==> config.mk <==
export PLATFORM = sky130hd
export DESIGN_NAME = tcw_ctrl
export DESIGN_NICKNAME = d
export VERILOG_FILES = /design/src/tcw_pkg.sv /design/src/tcw_ctrl.sv
export SDC_FILE = /design/constraint.sdc
export NUM_CORES = 1
export LEC_CHECK = 0
export ABC_CLOCK_PERIOD_IN_PS = 5690
export BUFFER_PORTS_ARGS = -buffer_cell sky130_fd_sc_hd__buf_2
export CAP_MARGIN = 10
export CORE_MARGIN = 2
export CORE_UTILIZATION = 35
export DETAILED_ROUTE_END_ITERATION = 10
export GPL_ROUTABILITY_DRIVEN = 0
export GPL_TIMING_DRIVEN = 0
export REMOVE_ABC_BUFFERS = 1
export SLEW_MARGIN = 10
export SYNTH_ARGS = -nofsm -noshare
export SYNTH_HDL_FRONTEND = slang
export SYNTH_SLANG_ARGS = --single-unit
==> constraint.sdc <==
create_clock -name i_clk -period 5.69 [get_ports i_clk]
set_input_delay 1.138 -clock i_clk [delete_from_list [all_inputs] [get_ports i_clk]]
set_output_delay 1.138 -clock i_clk [all_outputs]
set_load 0.01 [all_outputs]
==> src/tcw_pkg.sv <==
`default_nettype none

package tcw_pkg;

    // Default geometry
    localparam int COLUMNS_DEF  = 80;
    localparam int ROWS_DEF     = 25;
    localparam int TAB_STEP_DEF = 8;

    // Field widths
    localparam int MODE_W     = 2;
    localparam int CHAR_W     = 8;
    localparam int CELL_IDX_W = 11;
    localparam int CELL_W     = 16;
    localparam int CURSOR_W   = 11;
    localparam int COL_OUT_W  = 7;
    localparam int ROW_OUT_W  = 5;
    localparam int COLOR_W    = 4;
    localparam int ATTR_W     = 2 * COLOR_W;
    localparam int CFG_IDX_W  = 1;
    localparam int CFG_DATA_W = 4;

    // Item modes
    localparam logic [MODE_W-1:0] MODE_PUT   = 2'd0;
    localparam logic [MODE_W-1:0] MODE_CLEAR = 2'd1;
    localparam logic [MODE_W-1:0] MODE_READ  = 2'd2;

    // Control characters
    localparam logic [CHAR_W-1:0] CH_TAB     = 8'd9;
    localparam logic [CHAR_W-1:0] CH_NEWLINE = 8'd10;

    // Configuration register indexes and reset values
    localparam logic [CFG_IDX_W-1:0] REG_BACK_COLOR = 1'b0;
    localparam logic [CFG_IDX_W-1:0] REG_FORE_COLOR = 1'b1;
    localparam logic [COLOR_W-1:0]   BACK_RESET     = 4'd0;
    localparam logic [COLOR_W-1:0]   FORE_RESET     = 4'd7;

    // One finished result
    typedef struct packed {
        logic [CELL_W-1:0]    cell_value;
        logic [CURSOR_W-1:0]  cursor_location;
        logic [COL_OUT_W-1:0] column;
        logic [ROW_OUT_W-1:0] row;
    } t_result;

endpackage

`default_nettype wire

==> src/tcw_ctrl.sv <==
`default_nettype none

module tcw_ctrl #(
    parameter int COLUMNS  = 80,
    parameter int ROWS     = 25,
    parameter int TAB_STEP = 8
) (
    input  wire                                  i_clk,
    input  wire                                  i_rst_n,
    // item transfer
    input  wire                                  i_in_valid,
    output logic                                 o_in_ready,
    input  wire [tcw_pkg::MODE_W-1:0]            i_mode,
    input  wire [tcw_pkg::CHAR_W-1:0]            i_char_code,
    input  wire [tcw_pkg::CELL_IDX_W-1:0]        i_cell_index,
    input  wire [tcw_pkg::ATTR_W-1:0]            i_attr,
    // result handoff
    output logic                                 o_res_valid,
    input  wire                                  i_res_take,
    output tcw_pkg::t_result                     o_res,
    // buffer memory port
    output logic                                 o_mem_we,
    output logic [$clog2(ROWS*COLUMNS)-1:0]      o_mem_waddr,
    output logic [tcw_pkg::CELL_W-1:0]           o_mem_wdata,
    output logic                                 o_mem_re,
    output logic [$clog2(ROWS*COLUMNS)-1:0]      o_mem_raddr,
    input  wire [tcw_pkg::CELL_W-1:0]            i_mem_rdata
);

    import tcw_pkg::*;

    localparam int CELLS    = ROWS * COLUMNS;
    localparam int LAST_ROW = CELLS - COLUMNS;
    localparam int A_W      = $clog2(CELLS);
    localparam int C_W      = $clog2(COLUMNS);
    localparam int R_W      = $clog2(ROWS);
    localparam int CX_W     = $clog2(COLUMNS + TAB_STEP);
    localparam int IDX_CMP_W = (A_W + 1 > CELL_IDX_W) ? A_W + 1 : CELL_IDX_W + 1;

    typedef enum logic [5:0] {
        ST_IDLE   = 6'b000001,
        ST_EXEC   = 6'b000010,
        ST_READ   = 6'b000100,
        ST_SCROLL = 6'b001000,
        ST_CLEAR  = 6'b010000,
        ST_RESULT = 6'b100000
    } t_state;

    t_state              r_state, n_state;
    logic [A_W-1:0]      r_ptr, n_ptr;
    logic                r_cp_vld, n_cp_vld;
    logic [A_W-1:0]      r_cp_addr, n_cp_addr;
    logic                r_init, n_init;
    logic [C_W-1:0]      r_col, n_col;
    logic [R_W-1:0]      r_row, n_row;
    logic [CURSOR_W-1:0] r_cursor, n_cursor;
    logic [MODE_W-1:0]   r_mode;
    logic [CHAR_W-1:0]   r_char;
    logic [CELL_IDX_W-1:0] r_cell;
    logic [CELL_W-1:0]   r_value, n_value;
    logic                r_rd_ok, n_rd_ok;

    logic [CX_W-1:0]     col_ext;
    logic                newline;
    logic [R_W-1:0]      nl_row;
    logic                need_scroll;
    logic [A_W-1:0]      wr_addr;
    logic                cell_ok;

    assign o_in_ready  = (r_state == ST_IDLE);
    assign o_res_valid = (r_state == ST_RESULT);

    assign o_res.cell_value      = r_value;
    assign o_res.cursor_location = r_cursor;
    assign o_res.column          = COL_OUT_W'(r_col);
    assign o_res.row             = ROW_OUT_W'(r_row);

    // Write position of the current cell and range of a read
    assign wr_addr = A_W'(r_row) * A_W'(COLUMNS) + A_W'(r_col);
    assign cell_ok = IDX_CMP_W'(r_cell) < IDX_CMP_W'(CELLS);

    // Column advance for a put
    always_comb begin
        newline = 1'b0;
        col_ext = CX_W'(r_col);
        case (r_char)
            CH_NEWLINE: newline = 1'b1;
            CH_TAB:     col_ext = CX_W'(r_col) + CX_W'(TAB_STEP);
            default:    col_ext = CX_W'(r_col) + CX_W'(1);
        endcase
        if (col_ext >= CX_W'(COLUMNS)) begin
            newline = 1'b1;
        end
        need_scroll = (r_row == R_W'(ROWS - 1));
        nl_row      = need_scroll ? r_row : r_row + R_W'(1);
    end

    // Sequencer and memory port drive
    always_comb begin
        n_state   = r_state;
        n_ptr     = r_ptr;
        n_cp_vld  = r_cp_vld;
        n_cp_addr = r_cp_addr;
        n_init    = r_init;
        n_col     = r_col;
        n_row     = r_row;
        n_cursor  = r_cursor;
        n_value   = r_value;
        n_rd_ok   = r_rd_ok;

        o_mem_we    = 1'b0;
        o_mem_waddr = r_ptr;
        o_mem_wdata = '0;
        o_mem_re    = 1'b0;
        o_mem_raddr = r_ptr + A_W'(COLUMNS);

        unique case (r_state)
            ST_IDLE: begin
                if (i_in_valid) begin
                    n_state = ST_EXEC;
                end
            end
            ST_EXEC: begin
                n_value = '0;
                n_state = ST_RESULT;
                case (r_mode)
                    MODE_PUT: begin
                        if (r_char != CH_NEWLINE && r_char != CH_TAB) begin
                            o_mem_we    = 1'b1;
                            o_mem_waddr = wr_addr;
                            o_mem_wdata = {i_attr, r_char};
                        end
                        if (newline) begin
                            n_col    = '0;
                            n_row    = nl_row;
                            n_cursor = CURSOR_W'(A_W'(nl_row) * A_W'(COLUMNS));
                            if (need_scroll) begin
                                n_ptr    = '0;
                                n_cp_vld = 1'b0;
                                n_state  = ST_SCROLL;
                            end
                        end else begin
                            n_col = C_W'(col_ext);
                        end
                    end
                    MODE_CLEAR: begin
                        n_col    = '0;
                        n_row    = '0;
                        n_cursor = '0;
                        n_ptr    = '0;
                        n_state  = ST_CLEAR;
                    end
                    MODE_READ: begin
                        o_mem_re    = cell_ok;
                        o_mem_raddr = A_W'(r_cell);
                        n_rd_ok     = cell_ok;
                        n_state     = ST_READ;
                    end
                    default: begin
                    end
                endcase
            end
            ST_READ: begin
                n_value = r_rd_ok ? i_mem_rdata : '0;
                n_state = ST_RESULT;
            end
            ST_SCROLL: begin
                // retire the copy read last cycle, issue the next one
                if (r_cp_vld) begin
                    o_mem_we    = 1'b1;
                    o_mem_waddr = r_cp_addr;
                    o_mem_wdata = i_mem_rdata;
                end
                if (r_ptr < A_W'(LAST_ROW)) begin
                    o_mem_re  = 1'b1;
                    n_cp_vld  = 1'b1;
                    n_cp_addr = r_ptr;
                    n_ptr     = r_ptr + A_W'(1);
                end else begin
                    n_cp_vld = 1'b0;
                    n_state  = ST_CLEAR;
                end
            end
            ST_CLEAR: begin
                o_mem_we    = 1'b1;
                o_mem_waddr = r_ptr;
                if (r_ptr == A_W'(CELLS - 1)) begin
                    n_init  = 1'b0;
                    n_state = r_init ? ST_IDLE : ST_RESULT;
                end else begin
                    n_ptr = r_ptr + A_W'(1);
                end
            end
            ST_RESULT: begin
                if (i_res_take) begin
                    n_state = ST_IDLE;
                end
            end
            default: begin
                n_state = ST_IDLE;
            end
        endcase
    end

    // Control state; reset starts the clearing pass
    always_ff @(posedge i_clk) begin
        if (!i_rst_n) begin
            r_state  <= ST_CLEAR;
            r_ptr    <= '0;
            r_cp_vld <= 1'b0;
            r_init   <= 1'b1;
            r_col    <= '0;
            r_row    <= '0;
            r_cursor <= '0;
        end else begin
            r_state  <= n_state;
            r_ptr    <= n_ptr;
            r_cp_vld <= n_cp_vld;
            r_init   <= n_init;
            r_col    <= n_col;
            r_row    <= n_row;
            r_cursor <= n_cursor;
        end
    end

    // Item and payload holding
    always_ff @(posedge i_clk) begin
        if (r_state == ST_IDLE && i_in_valid) begin
            r_mode <= i_mode;
            r_char <= i_char_code;
            r_cell <= i_cell_index;
        end
        r_cp_addr <= n_cp_addr;
        r_value   <= n_value;
        r_rd_ok   <= n_rd_ok;
    end

endmodule

`default_nettype wire
# Yosys cells after proc, flatten, opt, wreduce, memory -nomap -nowiden
# Cells that the tools add are included.
[word_totals]
ff_bits = 91
in_bits = 49
output_inout_bits = 81
word_cells = 114
[classes]
add_sub_neg = 6
multipliers = 2
order_cmp = 3
eq_ne = 27
n_mux = 48
n_reduce_logical = 15
[op_table]
columns = ["cell", "n"]
rows = [
  ["11-bit two-way mux", 10],
  ["11-bit case mux with 2 select lines", 3],
  ["16-bit two-way mux", 4],
  ["16-bit case mux with 2 select lines", 2],
  ["6-bit two-way mux", 7],
  ["6-bit case mux with 6 select lines", 1],
  ["11-bit case mux with 3 select lines", 1],
  ["7-bit case mux with 2 select lines", 2],
  ["11-bit < comparator, second input constant", 2],
  ["2-bit != test, second input constant", 9],
  ["6-bit case mux with 3 select lines", 1],
  ["8-bit by 4-bit == test with 1-bit output, second input constant", 2],
  ["8-bit by 4-bit != test with 1-bit output, second input constant", 2],
  ["5-bit by 3-bit multiplier with 7-bit output, second input constant", 2],
  ["11-bit by 1-bit adder with 11-bit output, second input constant", 1],
  ["11-bit by 7-bit adder with 11-bit output", 1],
  ["11-bit by 7-bit adder with 11-bit output, second input constant", 1],
  ["11-bit == test, second input constant", 1],
  ["1-bit two-way mux", 10],
  ["5-bit two-way mux", 2],
  ["5-bit case mux with 2 select lines", 1],
  ["2-bit AND reduction", 4],
  ["4-bit AND reduction", 2],
  ["7-bit by 1-bit adder with 7-bit output, second input constant", 1],
  ["other kinds (24)", 29],
]

# Depth between registers and ports, before layout
[depth]
word_depth = 7
ltp_mapped = 12
ltp_nobuf = 11

# Worst setup path before layout
# OpenSTA, ideal clock, no wires.
[synth_timing]
path_type = "flip-flop to output port"
startpoint = "register r_row[1]"
endpoint = "output o_mem_waddr[10]"
t_arrival_ns = 2.209
required_ns = 4.552
slack_ns = 2.343
path_stages_with_launch = 10
n_path_buf = 0
path_cell_list = "dfxtp_1 ha_1 ha_1 fa_1 xor2_1 nand3_1 xnor2_1 xnor2_1 a22oi_1 nand2_1"
[synth_via]
elab_chain_len = 5
[synth_rtl]
columns = ["element", "line_no", "text"]
rows = [
  ["from (decl)", "tcw_ctrl.sv:55", "logic [R_W-1:0] r_row, n_row;"],
  ["from (signal assigned)", "tcw_ctrl.sv:221", "r_row <= n_row;"],
  ["5-bit by 3-bit multiplier with 7-bit output", "tcw_ctrl.sv:79", "assign wr_addr = A_W'(r_row) * A_W'(COLUMNS) + A_W'(r_col);"],
  ["11-bit by 7-bit adder with 11-bit output", "tcw_ctrl.sv:79", ""],
  ["11-bit two-way mux", "tcw_ctrl.sv:128", "if (r_char != CH_NEWLINE && r_char != CH_TAB) begin"],
  ["11-bit two-way mux", "tcw_ctrl.sv:126", "case (r_mode)"],
  ["11-bit case mux with 2 select lines", "tcw_ctrl.sv:117", "unique case (r_state)"],
  ["to (decl)", "tcw_ctrl.sv:23", "output logic [$clog2(ROWS*COLUMNS)-1:0] o_mem_waddr,"],
]
# No other way between the ends.

# Worst setup path after layout
[layout_timing]
startpoint = "register r_state[4]"
endpoint = "output o_mem_waddr[8]"
[layout_via]
elab_chain_len = 2
word_cells_on_any_way = 3
classes_between = "2 x eq/ne; 1 x mux"
[layout_rtl]
columns = ["element", "line_no", "text"]
rows = [
  ["from (decl)", "tcw_ctrl.sv:49", "t_state r_state, n_state;"],
  ["from (signal assigned)", "tcw_ctrl.sv:216", "r_state <= n_state;"],
  ["6-bit by 4-bit == test with 1-bit output or 6-bit by 2-bit == test with 1-bit output (tied branches)", "tcw_ctrl.sv:117", ""],
  ["11-bit case mux with 2 select lines *", "tcw_ctrl.sv:117", ""],
]
# Mark *: on every way between the ends. The rest lies on a longest branch, timed or not.

==> results.yml <==
final_layout:
  instances_no_fill: 795
  multiInputGateArea_um2: 2620
  final_common_cell: "buf_2"
  fin_area_um2: 6020
  area_delta_synth_final_pct: 19.6
  fillers: 1352
  antenna_cells: 0
  fin_nets: 690
  seqCellArea_um2: 2190
  layout_common_cells: "buf_2 (125), nand2_1 (63), edfxtp_1 (49), dfxtp_1 (36), a21oi_1 (34)"
  drive_gt1_frac: 0.262
power:
  power_frac_seq: 0.502
  clock_power_share: 0.409
  combPwrFrac: 0.089
  p_int_mw: 1.01
  p_sw_frac: 0.252
  ir_worst_vdd_uv: 166
  p_switching_mw: 0.341
  p_leak_nw: 2.74
  powerDensity_nw_per_um2: 224
yosys:
  synthFlopType: "edfxtp_1"
  synth-seq-area-share: 0.436
  ys_async_sr_fraction: 0
  avgSynthCellArea_um2: 9.92
  synth.distinct_cells: 70
  ys_warn_count: 0
  synthCells: 507
  synth-seq-cells: 85
  synth-edff-count: 49
  syn_area_um2: 5030
run:
  maxCapViolations: 0
global_route:
  grt_pass1_vias: 4195
  grt_pass1_wl_um: 21300
  grt_max_degree: 30
  grt_usage: 0.181
  grt_overflow: 0
  antenna_found_initial: 0
timing:
  worstMarginPinSlew_ns: 1.06
  finalCritPeriodShare: 0.787
  fin_tns_setup_ns: 0
  fin_crit_ns: 4.48
  rsz0062_at_grt: "no"
  fmax_mhz: 223
  skew_ns: 0.00655
  maxSlewViolCount: 0
  hold_viol: 0
  whs_ns: 0.448
  finalSetupViolCount: 0
  fin_ws_ns: 1.21
  slew_headroom: 0.292
setup_path:
  cp.required_ns: 4.55
  critPathLaunchType: "flop"
  cp-end-kind: "output pin"
  path_class: "reg2out"
  crit_fanout: 28
  cp_data_arrival_time_ns: 3.34
  rrSetupSlack_ns: 2.27
floorplanning:
  initial_core_util: 0.361
  die_area_um2: 15400
  die_x_um: 124
  rows: 43
  die_height_um: 124
  io_pins: 130
  core_um2: 13900
placed_design:
  pre_cts_slack_ns: 1.57
  dpl_cell_area_um2: 5740
  dpl.hpwl_um: 10100
  dp.cells: 779
  port-buffer-count: 125
clock_tree:
  clockBufferDepth: 2
  path_clk_slew_ns: 0.06
  hold_buffers: 0
  root_buffer: "clkbuf_16"
  cts_setup_buffers: 0
  numCtsBuffers: 9
  cts_resized: 0
  cts_tree: "built"
  htreeDepth: 3
  cts_sinks: 85
  clk_latency_ns: 0.35
drt:
  drc_errors: 0
  postRouteAntennaNets: 0
  totalWireLength_um: 13800
  drtIter0Drc: 318
  num_vias: 4317
  post_drt_wl_per_cell_um: 17.3
  drt_pre_antenna_iters: 8
  vias_per_cell: 5.43
min_path:
  hp-class: "reg2reg"
run_status:
  status: "finished clean"
==> per-layer routing <==
metal / share of wire / wire, um / global-route usage / up-vias
li1: - / - / - / 2090
met4: 0.019 / 268 / 0.0758 / 0
met5: 0 / 0 / 0 / -
met3: 0.047 / 650 / 0.0334 / 22
met1: 0.43 / 5910 / 0.231 / 2082
met2: 0.50 / 6920 / 0.301 / 123
==> stage by stage <==
stage | power (mW) | util
final | 1.35 | 0.432
after global routing | 1.41 | 0.432
after CTS | 1.36 | 0.432
after detailed placement | 0.811 | 0.412
after global placement | 0.808 | 0.411
after floorplan | 0.754 | -
==> power groups by stage <==
stage	sequential (mW)	combinational (mW)	clock, mW
2_1_floorplan	0.682	0.0712	0
3_3_place_gp	0.690	0.118	0
3_5_place_dp	0.690	0.120	0
4_1_cts	0.677	0.121	0.567
5_1_grt	0.679	0.136	0.592
6_report	0.677	0.120	0.552
==> final timing paths <==
path | depth (start not counted) | start | endpoint
max reg2reg | 9 | r_mode[1]$_DFFE_PP_ | r_ptr[10]$_SDFFE_PN0P_
min reg2reg | 2 | r_cursor[9]$_SDFFE_PN0P_ | r_cursor[9]$_SDFFE_PN0P_
max | 6 | r_state[4]$_SDFFE_PN1P_ | o_mem_waddr[8]
min | 2 | r_cursor[9]$_SDFFE_PN0P_ | r_cursor[9]$_SDFFE_PN0P_
==> final cells by class <==
type,instances,area share
Multi-Input combinational cell,370,0.435
Sequential cell,85,0.364
Timing Repair Buffer,126,0.106
Clock buffer,9,0.0374
Tap cell,180,0.0374
Inverter,18,0.0112
Clock inverter,7,0.00852
==> flip-flops by register name, indices dropped and copies added, names as in the netlist <==
name,count
r_init,1
r_char,8
r_ptr,11
r_cp_addr,11
r_cell,11
r_state,6
r_row,5
r_cp_vld,1
r_rd_ok,1
r_value,16
r_col,7
r_mode,2
r_cursor,5
==> cell usage after synthesis, types with 7 or more instances <==
cell type / count / area, um^2
or3_1: 7 / 43.8
nor2_1: 22 / 82.6
xnor2_1: 11 / 96.3
inv_1: 17 / 63.8
clkbuf_1: 26 / 97.6
a21oi_1: 34 / 170
buf_4: 7 / 52.6
nand3_1: 10 / 50.1
ha_1: 28 / 350
and3_1: 28 / 175
nand4_1: 7 / 43.8
nand3b_1: 7 / 52.6
nand2_1: 63 / 236
a22oi_1: 10 / 75.1
a22o_1: 16 / 140
xor2_1: 8 / 70.1
nor3_1: 8 / 40.0
edfxtp_1: 49 / 1470
o21ai_0: 8 / 40.0
dfxtp_1: 36 / 721
==> cell families after synthesis <==
| logic type | share of synthesized area |
|---|---|
| fa+ha+maj | 0.0816 |
| xor+xnor | 0.0331 |
| other cells | 0.000745 |
| simple gates | 0.203 |
| flops | 0.436 |
| compound gates | 0.182 |
| mux | 0.0174 |
| buf+inv | 0.0470 |
==> worst max-delay path, cell delays in order, from the launching register on <==
cell     delay (ns)
dfxtp_1        0.33
nor4_1         0.43
and3b_1        0.31
and2_1         0.86
nor2_1         0.46
a221o_1        0.44
buf_2          0.15
No activity file was read; power rests on OpenSTA's default activity.
